==> config.mk <==
export PLATFORM = sky130hd
export DESIGN_NAME = button_short_long_press_classifier
export DESIGN_NICKNAME = d
export VERILOG_FILES = /design/src/design/bslp_pkg.sv /design/src/design/button_short_long_press_classifier.sv /design/src/design/bslp_core.sv
export SDC_FILE = /design/constraint.sdc
export NUM_CORES = 1
export LEC_CHECK = 0
export BUFFER_PORTS_ARGS = -buffer_cell sky130_fd_sc_hd__buf_2
export CORE_ASPECT_RATIO = 1.25
export CORE_UTILIZATION = 52
export CTS_CLUSTER_SIZE = 24
export DETAILED_ROUTE_END_ITERATION = 8
export GPL_TIMING_DRIVEN = 0
export PLACE_DENSITY = 0.84
export SETUP_SLACK_MARGIN = 0.3
export SYNTH_ARGS = -nofsm -noshare
export SYNTH_HDL_FRONTEND = slang
export SYNTH_HIERARCHICAL = 1
export SYNTH_SLANG_ARGS = --single-unit
==> constraint.sdc <==
create_clock -name clock -period 3.3 [get_ports clock]
set_input_delay 0.33 -clock clock [delete_from_list [all_inputs] [get_ports clock]]
set_output_delay 0.33 -clock clock [all_outputs]
set_load 0.02 [all_outputs]
==> src/design/bslp_pkg.sv <==
// shared types, constants and decode helpers for the button press classifier
// no dependencies
package bslp_pkg;

   localparam int unsigned BtnWidth    = 6;
   localparam int unsigned TickWidth   = 32;
   localparam int unsigned ThreshWidth = 16;
   localparam int unsigned EventWidth  = 4;
   localparam int unsigned AddrWidth   = 3;

   localparam logic [ThreshWidth-1:0] ThreshReset = 16'd400;
   localparam logic [BtnWidth-1:0]    BothRightLeft = 6'h03;

   // register byte addresses
   localparam logic [AddrWidth-1:0] AddrHoldThreshold = 3'd0;

   // event codes
   localparam logic [EventWidth-1:0] EvNone        = 4'd0;
   localparam logic [EventWidth-1:0] EvShortRight  = 4'd1;
   localparam logic [EventWidth-1:0] EvShortLeft   = 4'd2;
   localparam logic [EventWidth-1:0] EvShortUp     = 4'd3;
   localparam logic [EventWidth-1:0] EvShortDown   = 4'd4;
   localparam logic [EventWidth-1:0] EvShortCenter = 4'd5;
   localparam logic [EventWidth-1:0] EvShortAction = 4'd6;
   localparam logic [EventWidth-1:0] EvLongBase    = 4'd6;
   localparam logic [EventWidth-1:0] EvLast        = 4'd12;

   // one poll
   typedef struct packed {
      logic [BtnWidth-1:0]  buttons;
      logic [TickWidth-1:0] tick_now;
   } poll_type;

   // one classification result
   typedef struct packed {
      logic [EventWidth-1:0] event_res;
      logic [TickWidth-1:0]  last_active_tick;
   } result_type;

   // short code of a single pressed button, none otherwise
   function automatic logic [EventWidth-1:0] single_code(input logic [BtnWidth-1:0] p);
      logic [EventWidth-1:0] c;
      case (p)
         6'h01:   c = EvShortRight;
         6'h02:   c = EvShortLeft;
         6'h04:   c = EvShortUp;
         6'h08:   c = EvShortDown;
         6'h10:   c = EvShortCenter;
         6'h20:   c = EvShortAction;
         default: c = EvNone;
      endcase
      return c;
   endfunction

endpackage

==> src/design/button_short_long_press_classifier.sv <==
// button press classifier: a req transfer passes through the input register, then is decoded
// into the result register before the earliest rsp transfer; one poll per cycle
// sustained while rsp_ready stays high, limited by the single decode stage and the result register
// synchronous active-high reset clears the press state, empties both stages
// and sets hold_threshold to 400
module button_short_long_press_classifier
   import bslp_pkg::*;
(
   input  logic                   clock,
   input  logic                   reset,
   // poll channel
   input  logic                   req_valid,
   output logic                   req_ready,
   input  logic [BtnWidth-1:0]    req_buttons,
   input  logic [TickWidth-1:0]   req_tick_now,
   // result channel
   output logic                   rsp_valid,
   input  logic                   rsp_ready,
   output logic [EventWidth-1:0]  rsp_event_res,
   output logic [TickWidth-1:0]   rsp_last_active_tick,
   // register port
   input  logic                   csr_psel,
   input  logic                   csr_penable,
   input  logic                   csr_pwrite,
   input  logic [AddrWidth-1:0]   csr_paddr,
   input  logic [31:0]            csr_pwdata,
   output logic [31:0]            csr_prdata,
   output logic                   csr_pready
);

   logic                   in_valid_ff, in_valid_in;
   poll_type               in_poll_ff;
   logic                   out_valid_ff, out_valid_in;
   result_type             out_result_ff;
   logic [ThreshWidth-1:0] hold_threshold_ff;
   logic                   advance;
   logic                   accept;
   result_type             result;

   // stage flow control
   assign advance     = in_valid_ff && (!out_valid_ff || rsp_ready);
   assign req_ready   = !in_valid_ff || advance;
   assign accept      = req_valid && req_ready;
   assign in_valid_in = accept || (in_valid_ff && !advance);
   assign out_valid_in = advance || (out_valid_ff && !rsp_ready);

   // input register
   always_ff @(posedge clock) begin
      if (reset) begin
         in_valid_ff <= 1'b0;
      end else begin
         in_valid_ff <= in_valid_in;
      end
   end

   always_ff @(posedge clock) begin
      if (accept) begin
         in_poll_ff.buttons  <= req_buttons;
         in_poll_ff.tick_now <= req_tick_now;
      end
   end

   bslp_core u_core (
      .clock          (clock),
      .reset          (reset),
      .fire           (advance),
      .poll           (in_poll_ff),
      .hold_threshold (hold_threshold_ff),
      .result         (result)
   );

   // result register
   always_ff @(posedge clock) begin
      if (reset) begin
         out_valid_ff <= 1'b0;
      end else begin
         out_valid_ff <= out_valid_in;
      end
   end

   always_ff @(posedge clock) begin
      if (advance) begin
         out_result_ff <= result;
      end
   end

   assign rsp_valid            = out_valid_ff;
   assign rsp_event_res        = out_result_ff.event_res;
   assign rsp_last_active_tick = out_result_ff.last_active_tick;

   // register write transfer
   always_ff @(posedge clock) begin
      if (reset) begin
         hold_threshold_ff <= ThreshReset;
      end else if (csr_psel && csr_penable && csr_pwrite && csr_paddr == AddrHoldThreshold) begin
         hold_threshold_ff <= csr_pwdata[ThreshWidth-1:0];
      end
   end

   // register read back
   always_comb begin
      csr_prdata = '0;
      if (csr_paddr == AddrHoldThreshold) begin
         csr_prdata = {{(32-ThreshWidth){1'b0}}, hold_threshold_ff};
      end
   end

   assign csr_pready = 1'b1;

endmodule

==> src/design/bslp_core.sv <==
// press state and event decode for one poll per cycle while fire is asserted
// depends on bslp_pkg
module bslp_core
   import bslp_pkg::*;
(
   input  logic                   clock,
   input  logic                   reset,
   input  logic                   fire,
   input  poll_type               poll,
   input  logic [ThreshWidth-1:0] hold_threshold,
   output result_type             result
);

   logic [BtnWidth-1:0]  prev_pattern_ff, prev_pattern_in;
   logic [TickWidth-1:0] change_tick_ff, change_tick_in;
   logic [TickWidth-1:0] active_tick_ff, active_tick_in;

   logic [TickWidth-1:0]  elapsed;
   logic [TickWidth-1:0]  thresh_ext;
   logic [EventWidth-1:0] code;
   logic [EventWidth-1:0] ev;

   assign elapsed    = poll.tick_now - change_tick_ff;
   assign thresh_ext = {{(TickWidth-ThreshWidth){1'b0}}, hold_threshold};

   // classify the poll against the latched pattern
   always_comb begin
      prev_pattern_in = prev_pattern_ff;
      change_tick_in  = change_tick_ff;
      active_tick_in  = active_tick_ff;
      ev              = EvNone;
      code            = EvNone;
      if (poll.buttons != '0) begin
         active_tick_in = poll.tick_now;
      end
      if (poll.buttons == prev_pattern_ff) begin
         code = single_code(poll.buttons);
         if (poll.buttons != '0 && elapsed > thresh_ext && code != EvNone) begin
            ev = code + EvLongBase;
         end
      end else begin
         change_tick_in = poll.tick_now;
         if (poll.buttons != '0) begin
            // right+left together stays latched until full release
            prev_pattern_in = (prev_pattern_ff == BothRightLeft) ? BothRightLeft
                                                                 : poll.buttons;
         end else begin
            prev_pattern_in = '0;
            if (elapsed < thresh_ext) begin
               ev = single_code(prev_pattern_ff);
            end
         end
      end
   end

   // state update on each processed poll
   always_ff @(posedge clock) begin
      if (reset) begin
         prev_pattern_ff <= '0;
         change_tick_ff  <= '0;
         active_tick_ff  <= '0;
      end else if (fire) begin
         prev_pattern_ff <= prev_pattern_in;
         change_tick_ff  <= change_tick_in;
         active_tick_ff  <= active_tick_in;
      end
   end

   assign result.event_res        = ev;
   assign result.last_active_tick = active_tick_in;

endmodule

[After elaboration in Yosys (flattened, before gate mapping)]
Index checks and enable logic that the tools add are counted.
Cells by class
  add/subtract/negate cells: 2
  order comparisons: 2
  equality and inequality tests: 14
  multiplexer cells: 11
  bitwise logic cells: 1
  reductions and logical operators: 21
Operators by type and width (number)
  one-hot mux 3 bit (6 select lines): 2
  greater-than comparator 32 x 16 -> 1 bit: 1
  < comparator 32 x 16 -> 1 bit: 1
  two-way mux 32 bit: 1
  subtractor 32 bit: 1
  two-way mux 4 bit: 5
  equality test 6 x 2 -> 1 bit, second input constant: 3
  two-way mux 16 bit: 1
  equality test 6 x 1 -> 1 bit, second input constant: 2
  equality test 6 x 3 -> 1 bit, second input constant: 2
  equality test 6 x 4 -> 1 bit, second input constant: 2
  equality test 6 x 5 -> 1 bit, second input constant: 2
  equality test 6 bit, second input constant: 2
  two-way mux 6 bit: 2
  logical AND 1 bit: 9
  equality test 6 bit: 1
  nonzero test 6 bit: 1
  adder 4 x 3 -> 4 bit, second input constant: 1
  zero test 1 bit: 4
  logical OR 1 bit: 4
  nonzero test 4 bit: 1
  zero test 3 bit: 1
  AND reduction 2 bit: 1
  NOT 1 bit: 1
Storage, ports and cells
  register bits: 162
  bits of input ports: 80
  word-level logic and storage cells: 61

[Depth between registers and ports, before layout]
Gate-level depths: netlist (run 1).
  depth in word-level cells: 7
  gate-level depth with buffers: 19

[Cells and area by module]
Netlist (run 1), hierarchy kept.
Modules (own cells, without submodules)
  bslp_core: instances 1, cells each 750, area each 5724.2 um2
  button_short_long_press_classifier: instances 1, cells each 191, area each 3284.4 um2

[Least setup slack after synthesis (run 1)]
No wires, ideal clock.
  kind: reg-to-reg
  from: reg in_poll_ff[0] (netlist name)
  to: reg out_result_ff (netlist bit rsp_event_res[1]), data pin
  library setup time: 0.261 ns
  data arrival time: 3.349 ns
  required time: 3.039 ns
  setup slack: -0.310 ns
  stages on the path, launching flop included: 17
  buffers on the path: 0
  cell sequence: edfxtp_1 -> inv_1 -> ha_1 -> fa_1 -> nand2b_1 -> a21oi_1 -> nor2_1 -> o21ai_0 -> a31oi_1 -> xnor2_1 -> ha_1 -> nand4_1 -> nor3_1 -> nand4_1 -> or3_1 -> a21boi_4 -> o22ai_1
RTL lines
  start: declaration: RTL line button_short_long_press_classifier.sv:32  | poll_type in_poll_ff;
  end signal: assignment: RTL line button_short_long_press_classifier.sv:83  | out_result_ff <= result;
  end: declaration: RTL line button_short_long_press_classifier.sv:34  | result_type out_result_ff;

==> impl_metrics.yaml, run 1 <==
yosys:
  yosysSeqAreaShare_pct: 44.22
  syn_inst: 941
  ys.flop_type: "dfxtp_1"
  ys_warn_count: 6
  syn_area_per_cell_um2: 9.573
  synth.distinct_cells: 71
  ys_seq_elements: 162
  async_flop_share_pct: 0
  synth-edff-count: 74
  syn-cell-area_um2: 9009
floorplan:
  start_util_pct: 53.27
  fp.coreArea_um2: 16910
  dieWidth_um: 119.7
  die_y_um: 149.2
  rows: 53
  pin_count: 151
  dieArea_um2: 17860
cells_and_area:
  areaGrowthSynthToFinish_pct: 21.31
  num_antenna_cells: 0
  final_nets: 1239
  drive_gt1_share_pct: 24.58
  fillCellCount: 1353
  utilization_pct: 64.62
detailed_routing:
  avgRoutedWirePerCell_um: 15.83
  viasPerCell: 5.527
  route.detailed.drc: 0
  routed_wl_um: 21260
  drtPass1Iterations: 7
  drtIter0Drc: 642
  antenna_left: 0
  num_vias: 7423
pwr:
  leakage_nw: 4.251
  p_comb_share_pct: 19.8
  seq_power_share_pct: 43.4
  p_clk_share_pct: 36.7
  powerDensity_nw_per_um2: 475.9
  switching_share_pct: 29.01
  switching_power_mw: 1.509
  ir_worst_vdd_v: 0.0003721
  internal_power_mw: 3.692
placement:
  place.port_buffers: 117
  dpl.hpwl_um: 15520
  gp_congestion: 0.9127
  place_ws_ns: -0.4128
timing:
  rsz0062_at_grt: "yes"
  hold_slack_ns: 0.07021
  tns_ns: -1.467
  worst_slack_ns: -0.3777
  hold_viol_final: 0
  fin_crit_ns: 3.678
  max_freq_ghz: 0.2719
  tightestPinTransition_ns: 0.8359
  maxSlewViolCount: 0
  skew_ns: 0.01039
  slew_headroom_pct: 44.27
  setup_viol: 4
  fin_crit_sh_pct: 111.4
setup_path:
  worstSetupPathType: "register to register"
  cpPeakStageDelay_ns: 0.54
  cp_max_fo: 4
  startpoint_type: "register"
  worstPathCellList: "ha_4, buf_6, buf_4, buf_4, nand4_1, nor3_1, o21ai_1, a211oi_2, or2_2, o221ai_1, or4_4, nor4_4, a21boi_4, o22ai_1"
  cpMaxStageDelayCell: "or4_4"
  critPathCaptureType: "register"
  cpMostUsedCell: "buf_4"
  path_buf_inv: 3
  crit_required_ns: 3.48
  critPathTopFamily: "simple AND/OR/NAND/NOR gates"
  crit_arrival_ns: 3.86
global_route:
  grt_max_degree: 33
  grt.overflow.total: 0
  antenna_found_initial: 0
  grt_use_total_pct: 24.18
  grt_pass1_vias: 7159
  grt_pass1_wl_um: 34020
cts:
  cts_tree: "built"
  cts-root-buf: "clkbuf_16"
  cts_buffer_depth: 2
  hold_buffers: 0
  clkLatencyLatePin_ns: 0.43
  clkTransAtPathRegs_ns: 0.07
  htree_num_levels: 4
  numCtsBuffers: 17
  cts_sinks: 162
run_status:
  violations: "setup timing"
  status: "finished, violations left"
worst_hold_path:
  hold_path.class: "primary input to register"
run:
  drv_cap: 0
## area by class of cell
class	instances	area [um^2]	share of cell area [%]
multi-input combinational	675	4758	43.54
timing repair buffer	135	753.2	6.893
tap	220	275.3	2.519
clock inverter	15	151.4	1.385
inverter	56	210.2	1.924
buffer	63	370.4	3.389
sequential	162	3984	36.46
clock buffer	17	425.4	3.893
## worst paths after layout
check	from	endpoint	slack (ns)	cells past startpoint
hold reg to reg	u_core/change_tick_ff[22]	u_core/change_tick_ff[22]	0.46	2
setup reg to reg	in_poll_ff[8]	rsp_event_res[2]	-0.38	14
hold / removal	req_tick_now[16]	in_poll_ff[16]	0.07	1
setup / recovery	in_poll_ff[8]	rsp_event_res[2]	-0.38	14
## layout by cell type, fill, tap and decap left out, drive strengths merged, types with 10 or more instances in the layout
master    n
nor3     15
mux2     30
nand2b   34
nand4    10
ha       48
o21ai    39
and2     17
xnor2    17
a21oi    80
nand2   115
edfxtp   74
buf     166
mux2i    50
conb     17
inv      62
a21o     16
xor2     14
nor2     70
clkbuf   49
nand3    11
dfxtp    88
## metrics by stage
| step | power [mW] | instances | instance area, um^2 |
|---|---|---|---|
| floorplan | 2.977 | 956 | 9126 |
| finish | 5.200 | 1343 | 10930 |
| global placement | 3.191 | 1293 | 9987 |
| detailed placement | 3.228 | 1295 | 10050 |
| global route | 5.410 | 1343 | 10930 |
| CTS | 5.155 | 1333 | 10700 |
## cells by family (layout without fill, tap and decap cells)
| family | after synthesis | after routing | synth area share (%) |
|---|---|---|---|
| XOR/XNOR | 31 | 31 | 3.014 |
| AND/OR/NAND/NOR | 308 | 308 | 16.57 |
| other | 2 | 17 | 0.08336 |
| flip-flops | 162 | 162 | 44.22 |
| adder cells (fa/ha/maj) | 49 | 49 | 6.889 |
| buffers and inverters | 119 | 286 | 6.278 |
| AO/OA/AOI/OAI | 190 | 190 | 13.64 |
| multiplexers | 80 | 80 | 9.306 |
## worst register-to-register path, stage by stage, from the launching register on
cell	delay (ns)
edfxtp_1	0.47
ha_4	0.31
buf_6	0.10
buf_4	0.12
buf_4	0.11
nand4_1	0.12
nor3_1	0.18
o21ai_1	0.14
a211oi_2	0.31
or2_2	0.16
o221ai_1	0.11
or4_4	0.54
nor4_4	0.37
a21boi_4	0.29
o22ai_1	0.11
## what timing repair did
action | CTS | global route
endpoints found under the setup margin | 47 | 22
setup buffers | 6 | 10
gates cloned | 0 | 0
pin swaps | 15 | 28
resized for setup | 4 | 32
## flip-flops by register name (all words and copies together) (netlist names), 4 cells and up
register / count
hold_threshold_ff: 16
in_poll_ff: 38
rsp_event_res: 4
rsp_last_active_tick: 32
u_core/active_tick_ff: 32
u_core/change_tick_ff: 32
u_core/prev_pattern_ff: 6
## cells in the mapped netlist (8+ instances only)
cell type / n / share of area, %
mux2_2: 30 / 3.7
nand3_1: 11 / 0.61
nand2_1: 115 / 4.8
a21o_1: 14 / 1.2
dfxtp_1: 88 / 20
inv_1: 56 / 2.3
nor2_1: 70 / 2.9
edfxtp_1: 74 / 25
o21a_1: 9 / 0.75
buf_4: 20 / 1.7
clkbuf_1: 32 / 1.3
o21ai_0: 38 / 2.1
xnor2_1: 17 / 1.7
ha_1: 48 / 6.7
nor3_1: 14 / 0.78
and2_1: 16 / 1.1
xor2_1: 14 / 1.4
a21oi_1: 79 / 4.4
nand4_1: 10 / 0.69
mux2i_1: 50 / 5.6
nand2b_1: 34 / 2.4
nor4_1: 8 / 0.56
## power by group through the flow
stage / Clock [mW] / Combinational [mW] / Sequential (mW)
detailed placement: 0 / 0.931 / 2.30
global route: 2.01 / 1.13 / 2.27
floorplan: 0 / 0.669 / 2.31
CTS: 1.94 / 0.955 / 2.26
finish: 1.91 / 1.03 / 2.26
global placement: 0 / 0.894 / 2.30
## routing by layer
layer	up-vias	wire length, um	global-route usage (%)
met5	-	0	0
met4	0	761	11.75
met3	53	910	4.472
met2	226	10900	44.19
met1	3525	8685	26.81
li1	3619	-	-
No activity file was read; power rests on OpenSTA's default activity.
==> inputs of run 2 (changes only) <==
--- a/config.mk
+++ b/config.mk
@@ -7,13 +7,12 @@
 export LEC_CHECK = 0
 export BUFFER_PORTS_ARGS = -buffer_cell sky130_fd_sc_hd__buf_2
 export CORE_ASPECT_RATIO = 1.25
-export CORE_UTILIZATION = 52
+export CORE_UTILIZATION = 51
 export CTS_CLUSTER_SIZE = 24
 export DETAILED_ROUTE_END_ITERATION = 8
 export GPL_TIMING_DRIVEN = 0
-export PLACE_DENSITY = 0.84
+export PLACE_DENSITY = 0.82
 export SETUP_SLACK_MARGIN = 0.3
 export SYNTH_ARGS = -nofsm -noshare
 export SYNTH_HDL_FRONTEND = slang
-export SYNTH_HIERARCHICAL = 1
 export SYNTH_SLANG_ARGS = --single-unit
==> impl_metrics.yaml, run 2 <==
cells_and_area:
  final_nets: 1234
  fillCellCount: 1372
  num_antenna_cells: 0
  layout_common_cells: "140 x nand2_1, 124 x buf_2, 88 x dfxtp_1, 76 x a21oi_1, 74 x edfxtp_1"
  drive_gt1_share_pct: 24.96
  final_common_cell: "nand2_1"
  areaGrowthSynthToFinish_pct: 22.03
  regMostFlops: "in_poll_ff"
  largest_register_ffs: 38
  fin_cells: 1338
detailed_routing:
  route.detailed.drc: 0
  viasPerCell: 5.464
  antenna_left: 0
  avgRoutedWirePerCell_um: 16.22
  drtPass1Iterations: 5
  drtIter0Drc: 422
  num_vias: 7311
  routed_wl_um: 21710
cts:
  cts_tree: "built"
  numCtsBuffers: 17
  hold_buffers: 0
  cts-root-buf: "clkbuf_16"
  htree_num_levels: 4
  cts_sinks: 162
  clkTransAtPathRegs_ns: 0.07
  clkLatencyLatePin_ns: 0.43
  cts_buffer_depth: 2
setup_path:
  cp_max_fo: 3
  crit_required_ns: 3.49
  critPathCaptureType: "register"
  worstSetupPathType: "register to register"
  startpoint_type: "register"
  cp-startpoint: "in_poll_ff[2]"
  timing.rr.start: "in_poll_ff[2]"
  crit_arrival_ns: 3.92
floorplan:
  start_util_pct: 52.15
  dieArea_um2: 17760
  rows: 53
  fp.coreArea_um2: 16840
  dieWidth_um: 119.4
  pin_count: 151
  die_y_um: 148.7
timing:
  hold_viol_final: 0
  hold_slack_ns: 0.06912
  slew_headroom_pct: 35.74
  maxSlewViolCount: 0
  fin_crit_ns: 3.735
  skew_ns: 0.01032
  max_freq_ghz: 0.2678
  fin_crit_sh_pct: 113.2
  rsz0062_at_grt: "yes"
  setup_viol: 4
  tns_ns: -1.611
  worst_slack_ns: -0.4345
  tightestPinTransition_ns: 0.9639
yosys:
  synth.distinct_cells: 67
  async_flop_share_pct: 0
  synth_most_common_cell: "nand2_1"
  syn-cell-area_um2: 8785
  ys_seq_elements: 162
  syn_inst: 934
  netlist_top_cells_area: "edfxtp_1 25%, dfxtp_1 20%, ha_1 6.8%"
  synthTopCellsByCount: "143 x nand2_1, 88 x dfxtp_1, 83 x a21oi_1"
  synth_top_area_share_pct: 25.30
  synth_top_cell_by_area: "edfxtp_1"
  yosysSeqAreaShare_pct: 45.35
  synth-edff-count: 74
  syn_area_per_cell_um2: 9.405
  ys.flop_type: "dfxtp_1"
  ys_warn_count: 0
run_status:
  status: "finished, violations left"
  violations: "setup timing"
pwr:
  powerDensity_nw_per_um2: 502.2
  leakage_nw: 4.225
  ir_worst_vdd_v: 0.0003466
global_route:
  grt_max_degree: 39
  antenna_found_initial: 0
  grt_pass1_wl_um: 34530
  grt.overflow.total: 0
  grt_pass1_vias: 7065
  grt_use_total_pct: 24.97
placement:
  gp_congestion: 0.9400
  dpl.hpwl_um: 15640
  dp_cells: 1286
  place.port_buffers: 116
worst_hold_path:
  hold_path.class: "primary input to register"
  worstHoldStart: "req_tick_now[14]"
run:
  drv_cap: 0
==> run 2: cell count changes after synthesis, moves of 5 or more <==
cell,previous run,this run
buf_2,3,8
a211o_1,2,9
nand2_1,115,143
nand2b_1,34,7
mux2i_1,50,37
clkbuf_1,32,37
o21ai_0,38,32
==> run 2: final cells by class <==
type                            count  area [um^2]  area share (%)
Multi-Input combinational cell    665         4542           42.37
Sequential cell                   162         3984           37.16
Timing Repair Buffer              137        750.7           7.003
Clock buffer                       18        429.2           4.003
Buffer                             68        346.6           3.233
Tap cell                          220        275.3           2.568
Inverter                           54        202.7           1.891
Clock inverter                     14        190.2           1.774
==> run 2: power breakdown <==
part	switching [mW]	internal, mW	total, mW
combinational	0.613	0.424	1.04
clock	0.874	1.22	2.09
sequential	0.0564	2.20	2.26
total	1.54	3.84	5.38
==> run 2: worst paths after layout <==
kind | endpoint | slack, ns | cells after the start
worst max-delay path | rsp_event_res[0] | -0.43 | 17
worst min-delay path | in_poll_ff[14] | 0.07 | 1
worst max register to register | rsp_event_res[0] | -0.43 | 17
worst min register to register | u_core.change_tick_ff[16] | 0.45 | 2
==> run 2: cells by family after synthesis <==
logic type,after synthesis,synth area share [%]
and+or+nand+nor,306,15.98
AOI/OAI and AO/OA,195,14.11
DFF,162,45.35
buffers and inverters,122,6.224
muxes,68,8.190
adders and majority gates,49,7.065
xor gates and xnor gates,30,2.991
other,2,0.08549
==> run 2: worst max-delay path: stages (launching register included) <==
cell and delay (ns):
edfxtp_1 0.47, ha_4 0.30, o211ai_2 0.18, a21oi_2 0.08
o2111ai_4 0.27, nand2_2 0.11, nand3_2 0.09, nand2_2 0.06
xor2_1 0.15, ha_1 0.32, nand2_2 0.08, nor4_4 0.28
o211ai_1 0.17, o211ai_1 0.15, a31oi_2 0.15, buf_4 0.18
and4b_1 0.20, a32o_2 0.23
==> run 2: through the flow <==
stage	util (%)	area (um^2)	worst slack [ns]	power [mW]
2_1_floorplan	-	8952	0.06879	2.984
3_3_place_gp	58.23	9808	-0.7124	3.215
3_5_place_dp	58.36	9831	-0.7524	3.239
4_1_cts	63.09	10630	-0.3669	5.362
5_1_grt	63.65	10720	-0.5801	5.594
6_report	63.65	10720	-0.4345	5.384
==> run 2: layer usage <==
metal  GRT usage, %  share of wire, %
met4          12.44               3.9
met1          27.93                41
met3          4.931               4.1
met5              0                 0
met2          45.12                51
==> run 2: repair_timing <==
item                       in CTS  in global routing
resized for setup              15                 10
setup endpoints to repair       4                 20
buffers inserted               13                  7
pin swaps                      17                 15
